<file path="config.mk">
export PLATFORM = sky130hd
export DESIGN_NAME = multi_voice_pcm_mixer_top_flat
export DESIGN_NICKNAME = d
export VERILOG_FILES = /design/src/rtl/core/mvpm_pkg.sv /design/src/rtl/core/mvpm_req_if.sv /design/src/rtl/core/mvpm_rsp_if.sv /design/src/rtl/core/multi_voice_pcm_mixer_top.sv /design/src/flat_wrapper.sv
export SDC_FILE = /design/constraint.sdc
export NUM_CORES = 2
export LEC_CHECK = 0
export ABC_AREA = 1
export BUFFER_PORTS_ARGS = -buffer_cell sky130_fd_sc_hd__buf_2
export CELL_PAD_IN_SITES_DETAIL_PLACEMENT = 0
export CELL_PAD_IN_SITES_GLOBAL_PLACEMENT = 2
export CORE_AREA = 2 2 316 318
export CTS_CLUSTER_SIZE = 24
export DETAILED_ROUTE_END_ITERATION = 8
export DIE_AREA = 0 0 318 320
export PLACE_DENSITY = 0.82
export SLEW_MARGIN = 40
export SYNTH_ARGS = -nofsm -noshare
export SYNTH_HDL_FRONTEND = slang
export SYNTH_SLANG_ARGS = --single-unit
</file>
<file path="constraint.sdc">
create_clock -name clock -period 16.65 [get_ports clock]
set_input_delay 3.33 -clock clock [delete_from_list [all_inputs] [get_ports clock]]
set_output_delay 3.33 -clock clock [all_outputs]
set_load 0.02 [all_outputs]
</file>
<file path="src/rtl/core/mvpm_pkg.sv">
// Shared types and constants of the multi-voice PCM mixer.
// Used by the channel interfaces and by the mixer top level; no dependencies.
package mvpm_pkg;

   localparam int SAMPLE_W  = 16;
   localparam int FIELD_W   = 24;   // length and fetch position fields
   localparam int CMD_W     = 2;
   localparam int SLOT_W    = 2;
   localparam int VOL_W     = 7;
   localparam int MASK_W    = 4;
   localparam int REPORTED_VOICES = 4;

   typedef logic [CMD_W-1:0]           cmd_type;
   typedef logic [SLOT_W-1:0]          slot_type;
   typedef logic [FIELD_W-1:0]         field_type;
   typedef logic signed [SAMPLE_W-1:0] sample_type;
   typedef logic [VOL_W-1:0]           vol_type;
   typedef logic [MASK_W-1:0]          mask_type;

   localparam cmd_type CMD_TICK     = 2'd0;
   localparam cmd_type CMD_START    = 2'd1;
   localparam cmd_type CMD_STOP     = 2'd2;
   localparam cmd_type CMD_STOP_ALL = 2'd3;

   localparam vol_type FULL_VOLUME = 7'd100;

   // Divide by 100 as multiply by ceil(2^29/100) and shift; exact below 2^22.
   localparam int RECIP_W     = 23;
   localparam int RECIP_SHIFT = 29;
   localparam logic [RECIP_W-1:0] RECIP_100 = 23'd5368710;

   // APB register map
   localparam int CSR_ADDR_W = 3;
   localparam int CSR_DATA_W = 32;
   localparam logic REG_MASTER_VOLUME = 1'b0;

endpackage

</file>
<file path="src/rtl/core/mvpm_req_if.sv">
// Request channel of the mixer: valid/ready handshake plus command payload.
// Depends on mvpm_pkg.
interface mvpm_req_if;
   import mvpm_pkg::*;

   logic       valid;
   logic       ready;
   cmd_type    cmd;
   slot_type   slot;
   field_type  length;
   logic       loop;
   sample_type sample_0;
   sample_type sample_1;
   sample_type sample_2;
   sample_type sample_3;

   modport source (output valid, output cmd, output slot, output length, output loop,
                   output sample_0, output sample_1, output sample_2, output sample_3,
                   input ready);
   modport sink   (input valid, input cmd, input slot, input length, input loop,
                   input sample_0, input sample_1, input sample_2, input sample_3,
                   output ready);
endinterface

</file>
<file path="src/rtl/core/mvpm_rsp_if.sv">
// Response channel of the mixer: valid/ready handshake plus result payload.
// Depends on mvpm_pkg.
interface mvpm_rsp_if;
   import mvpm_pkg::*;

   logic       valid;
   logic       ready;
   sample_type mixed_sample;
   mask_type   active_mask;
   slot_type   granted_slot;
   logic       no_free_voice;
   field_type  fetch_pos_0;
   field_type  fetch_pos_1;
   field_type  fetch_pos_2;
   field_type  fetch_pos_3;

   modport source (output valid, output mixed_sample, output active_mask,
                   output granted_slot, output no_free_voice, output fetch_pos_0,
                   output fetch_pos_1, output fetch_pos_2, output fetch_pos_3,
                   input ready);
   modport sink   (input valid, input mixed_sample, input active_mask,
                   input granted_slot, input no_free_voice, input fetch_pos_0,
                   input fetch_pos_1, input fetch_pos_2, input fetch_pos_3,
                   output ready);
endinterface

</file>
<file path="src/rtl/core/multi_voice_pcm_mixer_top.sv">
// Multi-voice PCM mixer: VOICE_COUNT voices with length, position and repeat flag,
// a saturating mix and a master volume register on an APB port.
// Depends on mvpm_pkg, mvpm_req_if and mvpm_rsp_if.
//
// One request is handled at a time. A tick walks the voices through a single
// shared clamped adder, one voice per cycle, then scales by volume/100 with two
// registered multiplies (volume, then reciprocal of 100) before the done state
// loads the response, and req ready returns the cycle the response is loaded.
// Start, stop and stop-all settle in the accept cycle and go straight to the
// done state. The response register lets a new request be taken while the
// previous response is still waiting. Master volume is register 0 at byte
// address 0; a write keeps its low 7 bits and saturates values above 100 to 100.
module multi_voice_pcm_mixer_top #(
   parameter int VOICE_COUNT   = 4,
   parameter int POSITION_BITS = 24
) (
   input  logic                              clock,
   input  logic                              reset,
   mvpm_req_if.sink                          req_chan,
   mvpm_rsp_if.source                        rsp_chan,
   input  logic                              psel,
   input  logic                              penable,
   input  logic                              pwrite,
   input  logic [mvpm_pkg::CSR_ADDR_W-1:0]   paddr,
   input  logic [mvpm_pkg::CSR_DATA_W-1:0]   pwdata,
   output logic [mvpm_pkg::CSR_DATA_W-1:0]   prdata,
   output logic                              pready
);
   import mvpm_pkg::*;

   localparam int IDX_W  = (VOICE_COUNT > 1) ? $clog2(VOICE_COUNT) : 1;
   localparam int MAG_W  = SAMPLE_W + 1;
   localparam int PROD_W = 24;
   localparam int Q_W    = PROD_W + RECIP_W;

   localparam logic [2:0] ST_IDLE = 3'd0;
   localparam logic [2:0] ST_MIX  = 3'd1;
   localparam logic [2:0] ST_MUL  = 3'd2;
   localparam logic [2:0] ST_DIV  = 3'd3;
   localparam logic [2:0] ST_DONE = 3'd4;

   localparam logic signed [SAMPLE_W:0] SUM_MAX = 17'sd32767;
   localparam logic signed [SAMPLE_W:0] SUM_MIN = -17'sd32768;

   typedef logic [POSITION_BITS-1:0] pos_type;

   // control
   logic [2:0]       state_ff, state_in;
   logic [IDX_W-1:0] idx_ff, idx_in;
   logic             tick_ff, tick_in;
   vol_type          vol_ff, vol_in;

   // voice state
   logic    active_ff [VOICE_COUNT];
   logic    active_in [VOICE_COUNT];
   pos_type pos_ff [VOICE_COUNT];
   pos_type pos_in [VOICE_COUNT];
   pos_type len_ff [VOICE_COUNT];
   pos_type len_in [VOICE_COUNT];
   logic    rep_ff [VOICE_COUNT];
   logic    rep_in [VOICE_COUNT];

   // datapath
   sample_type           sample_ff [REPORTED_VOICES];
   sample_type           sample_in [REPORTED_VOICES];
   sample_type           mix_ff, mix_in;
   logic [PROD_W-1:0]    prod_ff, prod_in;
   logic [Q_W-1:0]       q_ff, q_in;
   slot_type             granted_ff, granted_in;
   logic                 nofree_ff, nofree_in;

   // response register
   logic       rsp_valid_ff, rsp_valid_in;
   sample_type out_mix_ff, out_mix_in;
   mask_type   out_mask_ff, out_mask_in;
   slot_type   out_granted_ff, out_granted_in;
   logic       out_nofree_ff, out_nofree_in;
   field_type  out_pos_ff [REPORTED_VOICES];
   field_type  out_pos_in [REPORTED_VOICES];

   // shared-unit and helper signals
   sample_type               cur_sample;
   pos_type                  next_pos;
   logic signed [SAMPLE_W:0] sum;
   logic [MAG_W-1:0]         mix_ext;
   logic [MAG_W-1:0]         mag;
   logic [MAG_W-1:0]         quot;
   sample_type               scaled;
   logic                     free_found;
   logic [IDX_W-1:0]         free_idx;
   logic                     rep_active [REPORTED_VOICES];
   pos_type                  rep_pos [REPORTED_VOICES];
   sample_type               voice_sample [VOICE_COUNT];

   // APB port
   assign pready = 1'b1;
   assign prdata = (paddr[2] == REG_MASTER_VOLUME) ? CSR_DATA_W'(vol_ff) : '0;

   always_comb begin
      vol_in = vol_ff;
      if (psel && penable && pwrite && (paddr[2] == REG_MASTER_VOLUME)) begin
         vol_in = (pwdata[VOL_W-1:0] > FULL_VOLUME) ? FULL_VOLUME : pwdata[VOL_W-1:0];
      end
   end

   // per-voice sample view; voices beyond the reported ones mix silence
   always_comb begin
      for (int v = 0; v < VOICE_COUNT; v++) begin
         if (v < REPORTED_VOICES) begin
            voice_sample[v] = sample_ff[v[1:0]];
         end else begin
            voice_sample[v] = '0;
         end
      end
   end

   // lowest free voice
   always_comb begin
      free_found = 1'b0;
      free_idx   = '0;
      for (int v = VOICE_COUNT - 1; v >= 0; v--) begin
         if (!active_ff[v]) begin
            free_found = 1'b1;
            free_idx   = IDX_W'(v);
         end
      end
   end

   // reported voices view
   always_comb begin
      for (int v = 0; v < REPORTED_VOICES; v++) begin
         rep_active[v] = 1'b0;
         rep_pos[v]    = '0;
      end
      for (int v = 0; v < VOICE_COUNT; v++) begin
         if (v < REPORTED_VOICES) begin
            rep_active[v[1:0]] = active_ff[v];
            rep_pos[v[1:0]]    = pos_ff[v];
         end
      end
   end

   // shared clamped adder and position step
   assign cur_sample = voice_sample[idx_ff];
   assign sum        = {mix_ff[SAMPLE_W-1], mix_ff} + {cur_sample[SAMPLE_W-1], cur_sample};
   assign next_pos   = pos_ff[idx_ff] + pos_type'(1);

   // scaling helpers
   assign mix_ext = {mix_ff[SAMPLE_W-1], mix_ff};
   assign mag     = mix_ff[SAMPLE_W-1] ? (~mix_ext + MAG_W'(1)) : mix_ext;
   assign quot    = q_ff[RECIP_SHIFT +: MAG_W];
   assign scaled  = mix_ff[SAMPLE_W-1] ? SAMPLE_W'(~quot + MAG_W'(1)) : SAMPLE_W'(quot);

   always_comb begin
      state_in       = state_ff;
      idx_in         = idx_ff;
      tick_in        = tick_ff;
      mix_in         = mix_ff;
      prod_in        = prod_ff;
      q_in           = q_ff;
      granted_in     = granted_ff;
      nofree_in      = nofree_ff;
      active_in      = active_ff;
      pos_in         = pos_ff;
      len_in         = len_ff;
      rep_in         = rep_ff;
      sample_in      = sample_ff;
      rsp_valid_in   = rsp_valid_ff;
      out_mix_in     = out_mix_ff;
      out_mask_in    = out_mask_ff;
      out_granted_in = out_granted_ff;
      out_nofree_in  = out_nofree_ff;
      out_pos_in     = out_pos_ff;

      req_chan.ready = (state_ff == ST_IDLE);

      if (rsp_valid_ff && rsp_chan.ready) begin
         rsp_valid_in = 1'b0;
      end

      unique case (state_ff)
         ST_IDLE: begin
            if (req_chan.valid) begin
               sample_in[0] = req_chan.sample_0;
               sample_in[1] = req_chan.sample_1;
               sample_in[2] = req_chan.sample_2;
               sample_in[3] = req_chan.sample_3;
               tick_in      = (req_chan.cmd == CMD_TICK);
               granted_in   = '0;
               nofree_in    = 1'b0;
               mix_in       = '0;
               idx_in       = '0;
               state_in     = ST_DONE;
               unique case (req_chan.cmd)
                  CMD_TICK: begin
                     state_in = ST_MIX;
                  end
                  CMD_START: begin
                     if (free_found) begin
                        active_in[free_idx] = 1'b1;
                        pos_in[free_idx]    = '0;
                        len_in[free_idx]    = POSITION_BITS'(req_chan.length);
                        rep_in[free_idx]    = req_chan.loop;
                        granted_in          = SLOT_W'(free_idx);
                     end else begin
                        nofree_in = 1'b1;
                     end
                  end
                  CMD_STOP: begin
                     for (int v = 0; v < VOICE_COUNT; v++) begin
                        if (32'(req_chan.slot) == v) begin
                           active_in[v] = 1'b0;
                           pos_in[v]    = '0;
                        end
                     end
                  end
                  CMD_STOP_ALL: begin
                     for (int v = 0; v < VOICE_COUNT; v++) begin
                        active_in[v] = 1'b0;
                        pos_in[v]    = '0;
                     end
                  end
                  default: begin
                     state_in = ST_DONE;
                  end
               endcase
            end
         end
         ST_MIX: begin
            if (active_ff[idx_ff]) begin
               if (pos_ff[idx_ff] >= len_ff[idx_ff]) begin
                  // zero length: contribute nothing, free unless repeating
                  if (!rep_ff[idx_ff]) begin
                     active_in[idx_ff] = 1'b0;
                     pos_in[idx_ff]    = '0;
                  end
               end else begin
                  if (sum > SUM_MAX) begin
                     mix_in = SUM_MAX[SAMPLE_W-1:0];
                  end else if (sum < SUM_MIN) begin
                     mix_in = SUM_MIN[SAMPLE_W-1:0];
                  end else begin
                     mix_in = sum[SAMPLE_W-1:0];
                  end
                  if (next_pos >= len_ff[idx_ff]) begin
                     pos_in[idx_ff] = '0;
                     if (!rep_ff[idx_ff]) begin
                        active_in[idx_ff] = 1'b0;
                     end
                  end else begin
                     pos_in[idx_ff] = next_pos;
                  end
               end
            end
            if (idx_ff == IDX_W'(VOICE_COUNT - 1)) begin
               state_in = ST_MUL;
            end else begin
               idx_in = idx_ff + IDX_W'(1);
            end
         end
         ST_MUL: begin
            prod_in  = PROD_W'(mag) * PROD_W'(vol_ff);
            state_in = ST_DIV;
         end
         ST_DIV: begin
            q_in     = Q_W'(prod_ff) * Q_W'(RECIP_100);
            state_in = ST_DONE;
         end
         ST_DONE: begin
            // hold until the response register is free
            if (!rsp_valid_ff || rsp_chan.ready) begin
               rsp_valid_in   = 1'b1;
               out_mix_in     = tick_ff ? scaled : '0;
               out_granted_in = granted_ff;
               out_nofree_in  = nofree_ff;
               for (int v = 0; v < REPORTED_VOICES; v++) begin
                  out_mask_in[v] = rep_active[v];
                  out_pos_in[v]  = rep_active[v] ? FIELD_W'(rep_pos[v]) : '0;
               end
               state_in = ST_IDLE;
            end
         end
         default: begin
            state_in = ST_IDLE;
         end
      endcase
   end

   always_ff @(posedge clock) begin
      if (reset) begin
         state_ff     <= ST_IDLE;
         idx_ff       <= '0;
         tick_ff      <= 1'b0;
         vol_ff       <= FULL_VOLUME;
         rsp_valid_ff <= 1'b0;
         for (int v = 0; v < VOICE_COUNT; v++) begin
            active_ff[v] <= 1'b0;
         end
      end else begin
         state_ff     <= state_in;
         idx_ff       <= idx_in;
         tick_ff      <= tick_in;
         vol_ff       <= vol_in;
         rsp_valid_ff <= rsp_valid_in;
         active_ff    <= active_in;
      end
   end

   always_ff @(posedge clock) begin
      pos_ff         <= pos_in;
      len_ff         <= len_in;
      rep_ff         <= rep_in;
      sample_ff      <= sample_in;
      mix_ff         <= mix_in;
      prod_ff        <= prod_in;
      q_ff           <= q_in;
      granted_ff     <= granted_in;
      nofree_ff      <= nofree_in;
      out_mix_ff     <= out_mix_in;
      out_mask_ff    <= out_mask_in;
      out_granted_ff <= out_granted_in;
      out_nofree_ff  <= out_nofree_in;
      out_pos_ff     <= out_pos_in;
   end

   assign rsp_chan.valid         = rsp_valid_ff;
   assign rsp_chan.mixed_sample  = out_mix_ff;
   assign rsp_chan.active_mask   = out_mask_ff;
   assign rsp_chan.granted_slot  = out_granted_ff;
   assign rsp_chan.no_free_voice = out_nofree_ff;
   assign rsp_chan.fetch_pos_0   = out_pos_ff[0];
   assign rsp_chan.fetch_pos_1   = out_pos_ff[1];
   assign rsp_chan.fetch_pos_2   = out_pos_ff[2];
   assign rsp_chan.fetch_pos_3   = out_pos_ff[3];

endmodule
</file>
<file path="src/flat_wrapper.sv">
// flat-port wrapper written by rule: the top's interface ports become plain ports
module multi_voice_pcm_mixer_top_flat import mvpm_pkg::*;
#(
   parameter int VOICE_COUNT   = 4,
   parameter int POSITION_BITS = 24
)
  (clock, reset, psel, penable, pwrite, paddr, pwdata, prdata, pready, req_chan_valid, req_chan_cmd, req_chan_slot, req_chan_length, req_chan_loop, req_chan_sample_0, req_chan_sample_1, req_chan_sample_2, req_chan_sample_3, req_chan_ready, rsp_chan_valid, rsp_chan_mixed_sample, rsp_chan_active_mask, rsp_chan_granted_slot, rsp_chan_no_free_voice, rsp_chan_fetch_pos_0, rsp_chan_fetch_pos_1, rsp_chan_fetch_pos_2, rsp_chan_fetch_pos_3, rsp_chan_ready);
  mvpm_req_if req_chan_i ();
  mvpm_rsp_if rsp_chan_i ();
  input  logic clock;
  input  logic reset;
  input  logic psel;
  input  logic penable;
  input  logic pwrite;
  input  logic [mvpm_pkg::CSR_ADDR_W-1:0] paddr;
  input  logic [mvpm_pkg::CSR_DATA_W-1:0] pwdata;
  output logic [mvpm_pkg::CSR_DATA_W-1:0] prdata;
  output logic pready;
  input wire logic [$bits(req_chan_i.valid)-1:0] req_chan_valid;
  input wire logic [$bits(req_chan_i.cmd)-1:0] req_chan_cmd;
  input wire logic [$bits(req_chan_i.slot)-1:0] req_chan_slot;
  input wire logic [$bits(req_chan_i.length)-1:0] req_chan_length;
  input wire logic [$bits(req_chan_i.loop)-1:0] req_chan_loop;
  input wire logic [$bits(req_chan_i.sample_0)-1:0] req_chan_sample_0;
  input wire logic [$bits(req_chan_i.sample_1)-1:0] req_chan_sample_1;
  input wire logic [$bits(req_chan_i.sample_2)-1:0] req_chan_sample_2;
  input wire logic [$bits(req_chan_i.sample_3)-1:0] req_chan_sample_3;
  output wire logic [$bits(req_chan_i.ready)-1:0] req_chan_ready;
  output wire logic [$bits(rsp_chan_i.valid)-1:0] rsp_chan_valid;
  output wire logic [$bits(rsp_chan_i.mixed_sample)-1:0] rsp_chan_mixed_sample;
  output wire logic [$bits(rsp_chan_i.active_mask)-1:0] rsp_chan_active_mask;
  output wire logic [$bits(rsp_chan_i.granted_slot)-1:0] rsp_chan_granted_slot;
  output wire logic [$bits(rsp_chan_i.no_free_voice)-1:0] rsp_chan_no_free_voice;
  output wire logic [$bits(rsp_chan_i.fetch_pos_0)-1:0] rsp_chan_fetch_pos_0;
  output wire logic [$bits(rsp_chan_i.fetch_pos_1)-1:0] rsp_chan_fetch_pos_1;
  output wire logic [$bits(rsp_chan_i.fetch_pos_2)-1:0] rsp_chan_fetch_pos_2;
  output wire logic [$bits(rsp_chan_i.fetch_pos_3)-1:0] rsp_chan_fetch_pos_3;
  input wire logic [$bits(rsp_chan_i.ready)-1:0] rsp_chan_ready;
  assign req_chan_i.valid = req_chan_valid;
  assign req_chan_i.cmd = req_chan_cmd;
  assign req_chan_i.slot = req_chan_slot;
  assign req_chan_i.length = req_chan_length;
  assign req_chan_i.loop = req_chan_loop;
  assign req_chan_i.sample_0 = req_chan_sample_0;
  assign req_chan_i.sample_1 = req_chan_sample_1;
  assign req_chan_i.sample_2 = req_chan_sample_2;
  assign req_chan_i.sample_3 = req_chan_sample_3;
  assign req_chan_ready = req_chan_i.ready;
  assign rsp_chan_valid = rsp_chan_i.valid;
  assign rsp_chan_mixed_sample = rsp_chan_i.mixed_sample;
  assign rsp_chan_active_mask = rsp_chan_i.active_mask;
  assign rsp_chan_granted_slot = rsp_chan_i.granted_slot;
  assign rsp_chan_no_free_voice = rsp_chan_i.no_free_voice;
  assign rsp_chan_fetch_pos_0 = rsp_chan_i.fetch_pos_0;
  assign rsp_chan_fetch_pos_1 = rsp_chan_i.fetch_pos_1;
  assign rsp_chan_fetch_pos_2 = rsp_chan_i.fetch_pos_2;
  assign rsp_chan_fetch_pos_3 = rsp_chan_i.fetch_pos_3;
  assign rsp_chan_i.ready = rsp_chan_ready;
  multi_voice_pcm_mixer_top #(.VOICE_COUNT(VOICE_COUNT), .POSITION_BITS(POSITION_BITS)) u_core (.clock(clock), .reset(reset), .req_chan(req_chan_i), .rsp_chan(rsp_chan_i), .psel(psel), .penable(penable), .pwrite(pwrite), .paddr(paddr), .pwdata(pwdata), .prdata(prdata), .pready(pready));
endmodule
</file>
; Word level (Yosys, flattened, before mapping)
; Cells that the tools add are included.
[op_classes]
n_addsub = 5
n_mul = 2
order_cmp = 9
eq_ne = 25
muxes = 80
bitwise = 12
reduce_logical = 27
[op_table]
columns = op, n
row1 = 96-bit two-way mux, 6
row2 = 96-bit case mux with 3 select lines, 1
row3 = 24-bit two-way mux, 10
row4 = 96-bit bitwise AND, 2
row5 = 96-bit bitwise mux, 2
row6 = 96-bit inverter, 2
row7 = 96-bit case mux with 2 select lines, 1
row8 = 16-bit two-way mux, 8
row9 = 24-bit binary-select mux with 2-bit select, 2
row10 = 24-bit demux with 2-bit select, 2
row11 = 7-bit AND reduction, 8
row12 = 24-bit >= comparator, 2
row13 = 24-bit by 22-bit multiplier with 44-bit output (second input constant), 1
row14 = 16-bit binary-select mux with 2-bit select, 1
row15 = 16-bit case mux with 2 select lines, 1
row16 = 24-bit by 1-bit adder with 24-bit output (second input constant), 1
row17 = 17-bit by 7-bit multiplier with 24-bit output, 1
row18 = 4-bit two-way mux, 6
row19 = 1-bit two-way mux, 18
row20 = 16-bit by 16-bit adder with 17-bit output, 1
row21 = 17-bit by 1-bit adder with 17-bit output (second input constant), 1
row22 = 17-bit by 16-bit > comparator with 1-bit output (second input constant), 1
row23 = 17-bit by 16-bit less-than comparator with 1-bit output (second input constant), 1
row24 = 17-bit two-way mux, 1
row25 = 42 further kinds, 80
[word_totals]
reg_bits = 484
in_bits = 135
out_inout_bits = 154
elab_cells = 198

; Depth between registers and ports, before layout
[logic_depth]
ltp_word = 15
ltp_mapped = 31
ltp_nobuf = 28

; Worst setup path before layout
; No wires, ideal clock.
[synth_path]
path_kind = input to register
start = in rsp_chan_ready
end = reg u_core.out_mask_ff[0], in the netlist u_core.rsp_chan.active_mask[0] (enable)
setup_time_ns = 0.890
arrival_time_ns = 14.570
required_ns = 15.760
setup_slack_ns = 1.191
stages = 2
n_path_buf = 0
cell_sequence = nor2_1 -> nor4_1
[synth_between]
elab_chain_cells = 2
[synth_lines]
columns = element, line
row1 = from (decl), flat_wrapper.sv:38  ; input wire logic [$bits(rsp_chan_i.ready)-1:0] rsp_chan_ready;
row2 = 1-bit logical OR, multi_voice_pcm_mixer_top.sv:271  ; if (!rsp_valid_ff || rsp_chan.ready) begin
row3 = 2-bit AND reduction (no source line), n/a
row4 = to (signal assigned), multi_voice_pcm_mixer_top.sv:320  ; out_mask_ff <= out_mask_in;
row5 = to (decl), multi_voice_pcm_mixer_top.sv:75  ; mask_type out_mask_ff, out_mask_in;
; Every way passes these cells.
; A chain may end at the register's enable or synchronous reset.

; Final worst setup path
[layout_path]
start = in paddr[2] in the netlist's numbering
end = out prdata[3] in the netlist's numbering
[layout_between]
elab_chain_cells = 1
[layout_lines]
columns = element, line
row1 = from (decl), flat_wrapper.sv:15  ; input logic [mvpm_pkg::CSR_ADDR_W-1:0] paddr;
row2 = 7-bit two-way mux, multi_voice_pcm_mixer_top.sv:97  ; assign prdata = (paddr[2] == REG_MASTER_VOLUME) ? CSR_DATA_W'(vol_ff) : '0;
row3 = to (decl), flat_wrapper.sv:17  ; output logic [mvpm_pkg::CSR_DATA_W-1:0] prdata;
; Every way passes these cells.

==> impl_metrics.json <==
{
  "critPathMostFrequentCell": "buf_2",
  "muxShareOfSynthArea_pct": 0,
  "drive_above_1_share_pct": 10.0,
  "port_buffers": 235,
  "synth_cell_types": 51,
  "fin_crit_ns": 7.13,
  "crit_slowest_cell": "buf_2",
  "start_util_pct": 38.0,
  "grt_max_degree": 96,
  "hp-class": "reg -> reg",
  "fmax_ghz": 0.140,
  "ys_seq_area_share_pct": 36.3,
  "fin_nets": 5234,
  "critPathBufInv": 2,
  "outcome": "complete, no violations",
  "die_area_um2": 102000,
  "syn2layout_area_growth_pct": 12.1,
  "postCtsHoldBufs": 0,
  "ys_async_sr_fraction_pct": 0,
  "yosys.area.top_type": "edfxtp_1",
  "grtUsageTotal_pct": 21.7,
  "ant_nets": 0,
  "syn_inst": 4256,
  "htree_num_levels": 2,
  "cts_made_buffers": 53,
  "worstPathMaxFanout": 8,
  "synth_simple_gate_area_share_pct": 19.6,
  "drtIter0Drc": 2095,
  "end_kind": "output port",
  "avgRoutedWirePerCell_um": 18.8,
  "synth_top_family_by_area": "adder cells",
  "cts_tree": "yes",
  "fin_ws_ns": 9.52,
  "timing.slew.headroom_pct": 44.4,
  "clock_path_buffers": 3,
  "synth_compound_area_share_pct": 5.89,
  "crit_arrival_ns": 3.80,
  "synth_area_leaders": "edfxtp_1 (35%), fa_1 (15%), nand2_1 (13%), ha_1 (12%), inv_1 (7.6%)",
  "tns_ns": 0,
  "slowest_delay_ns": 0.21,
  "fin_skew_ns": 0.0411,
  "drtPass1Iterations": 5,
  "min_path_cells": 0,
  "drt-total-wl_um": 109000,
  "place_congestion": 0.880,
  "clkTransAtPathRegs_ns": 0.06,
  "clock-sinks": 456,
  "synthXorXnorAreaFrac_pct": 1.82,
  "startpoint_type": "primary input",
  "insertion_delay_ns": 0.63,
  "cap_violations": 0,
  "hold_violations": 0,
  "grt_pass1_vias": 28400,
  "synth_seq_cells": 456,
  "crit_end": "prdata[3]",
  "rsz0062_at_grt": "no",
  "cp_top_family": "buffers and inverters",
  "synthesis.area_um2": 37200,
  "dieHeight_um": 320,
  "coreArea_um2": 98000,
  "reg2reg_depth": 26,
  "regToRegEndpoint": "u_core.prod_ff[23]",
  "grt_pass1_wl_um": 169000,
  "synth_top_cell_area_share_pct": 35.4,
  "synth-edff-count": 438,
  "synth_warnings": 0,
  "worst_slew_pin_slew_ns": 0.833,
  "crit_cells": 3,
  "post-dp-hpwl_um": 83400,
  "avgViaCountPerCell": 4.88,
  "die_x_um": 318,
  "synth_flop_cell": "edfxtp_1",
  "rows": 115,
  "finalSetupViolations": 0,
  "critPathKind": "in -> out",
  "pre_cts_ws_ns": 9.50,
  "required_ns": 13.32,
  "grt_overflow_total": 0,
  "startpoint": "paddr[2]",
  "fin_crit_sh_pct": 42.8,
  "syn_avg_cell_area_um2": 8.74,
  "root_buffer": "clkbuf_16",
  "vias": 28300,
  "worstReg2RegStart": "u_core.mix_ff[0]",
  "cts_resized": 0,
  "drv_slew": 0,
  "num_io_pins": 289,
  "r2r_slack_ns": 10.39,
  "post_cts_buffers": 0,
  "hp-start": "u_core.granted_ff[1]",
  "crit_chain": "buf_2, nor2_1, buf_2",
  "post-route-drc-count": 0,
  "yosys.area_share.adder_pct": 26.5,
  "antenna_found_initial": 6
}
kinds of logic (layout without fill, tap and decap cells):
logic type | count (synthesis) | after routing
AND/OR/NAND/NOR | 1816 | 1816
XOR/XNOR | 69 | 69
AO/OA/AOI/OAI | 382 | 382
other | 2 | 34
adder cells (fa/ha/maj) | 624 | 624
buffers and inverters | 907 | 1139
flip-flops | 456 | 456
worst register-to-register path, delay by kind of cell, from the launching register on:
| family | cells | cell delay (ns) |
|---|---|---|
| flip-flops | 1 | 0.63 |
| buffers and inverters | 5 | 0.37 |
| AO/OA/AOI/OAI | 3 | 0.46 |
| XOR/XNOR | 2 | 0.48 |
| AND/OR/NAND/NOR | 10 | 1.41 |
| adder cells (fa/ha/maj) | 6 | 2.67 |
worst min-delay path by stage:
stage	end
global route	u_core.rsp_chan.granted_slot[0]
floorplan	u_core.rsp_chan.granted_slot[0]
CTS	u_core.rsp_chan.granted_slot[1]
finish	u_core.rsp_chan.granted_slot[1]
global placement	u_core.rsp_chan.granted_slot[0]
detailed placement	u_core.rsp_chan.no_free_voice
synthesized netlist by cell type (30+ instances only):
cell      number
nand2_1     1262
inv_1        751
edfxtp_1     438
ha_1         352
nor2_1       308
fa_1         272
a21oi_1      153
nand3_1      130
o21ai_0      123
clkbuf_1      53
xor2_1        43
buf_2         33
buf_4         33
nand4_1       30
flip-flops by register name, summed over array words and instances, names as in the netlist, 3 cells and up:
name / flops
u_core.prod_ff: 24
u_core.rsp_chan.active_mask: 4
u_core.mix_ff: 16
u_core.rsp_chan.fetch_pos_3: 24
u_core.rsp_chan.mixed_sample: 16
u_core.rsp_chan.fetch_pos_1: 24
u_core.rep_ff: 4
u_core.rsp_chan.fetch_pos_0: 24
u_core.pos_ff: 96
u_core.sample_ff: 64
u_core.active_ff: 4
u_core.rsp_chan.fetch_pos_2: 24
u_core.len_ff: 96
u_core.q_ff: 16
u_core.state_ff: 3
u_core.vol_ff: 7
placed cells by master (no fill, tap or decap), types with 8 or more instances in the layout:
| cell type | n |
|---|---|
| nor2_2 | 22 |
| a21o_1 | 12 |
| ha_1 | 352 |
| a32o_1 | 23 |
| clkbuf_16 | 54 |
| conb_1 | 33 |
| nand2_1 | 1262 |
| a21oi_1 | 153 |
| buf_2 | 235 |
| xnor2_1 | 18 |
| nand3_1 | 130 |
| clkinv_2 | 12 |
| o22ai_1 | 18 |
| edfxtp_1 | 438 |
| inv_2 | 14 |
| nand4_1 | 30 |
| nor3_1 | 18 |
| nor2_4 | 10 |
| dfxtp_1 | 16 |
| inv_1 | 750 |
| nand2_2 | 15 |
| a31oi_1 | 14 |
| fa_1 | 272 |
| o21ai_0 | 123 |
| a211oi_1 | 8 |
| bufinv_16 | 11 |
| nor2_1 | 298 |
| buf_4 | 30 |
| xor2_1 | 43 |
layer usage:
| metal | vias up | part of all wire [%] | GRT usage (%) |
|---|---|---|---|
| li1 | 13900 | - | - |
| met1 | 13500 | 48 | 31.7 |
| met2 | 780 | 43 | 33.5 |
| met3 | 113 | 6.4 | 3.86 |
| met4 | 10 | 2.1 | 5.24 |
| met5 | - | 0.056 | 0 |
through the flow:
stage	utilization, %	std cells	cell area, um^2	hold slack (ns)
final	42.6	5807	41700	0.421
after global routing	42.5	5806	41700	0.442
after CTS	42.5	5805	41700	0.422
after detailed placement	40.6	5706	39800	0.413
after global placement	40.5	5703	39700	0.407
after floorplan	-	4287	37300	0.400
layout make-up:
type                       count  area (um^2)
antenna                        1         2.50
clock buffer                  61         1380
clock inverter                38          519
fill                        9869        56300
inverter                     768         2900
multi-input combinational   2924        20200
sequential                   456        13500
tap                         1287         1610
timing repair buffer         272         1530
Power is left out: the tool's default activity adds up to more than one toggle a clock period on the data nets, which glitch-free logic cannot reach.
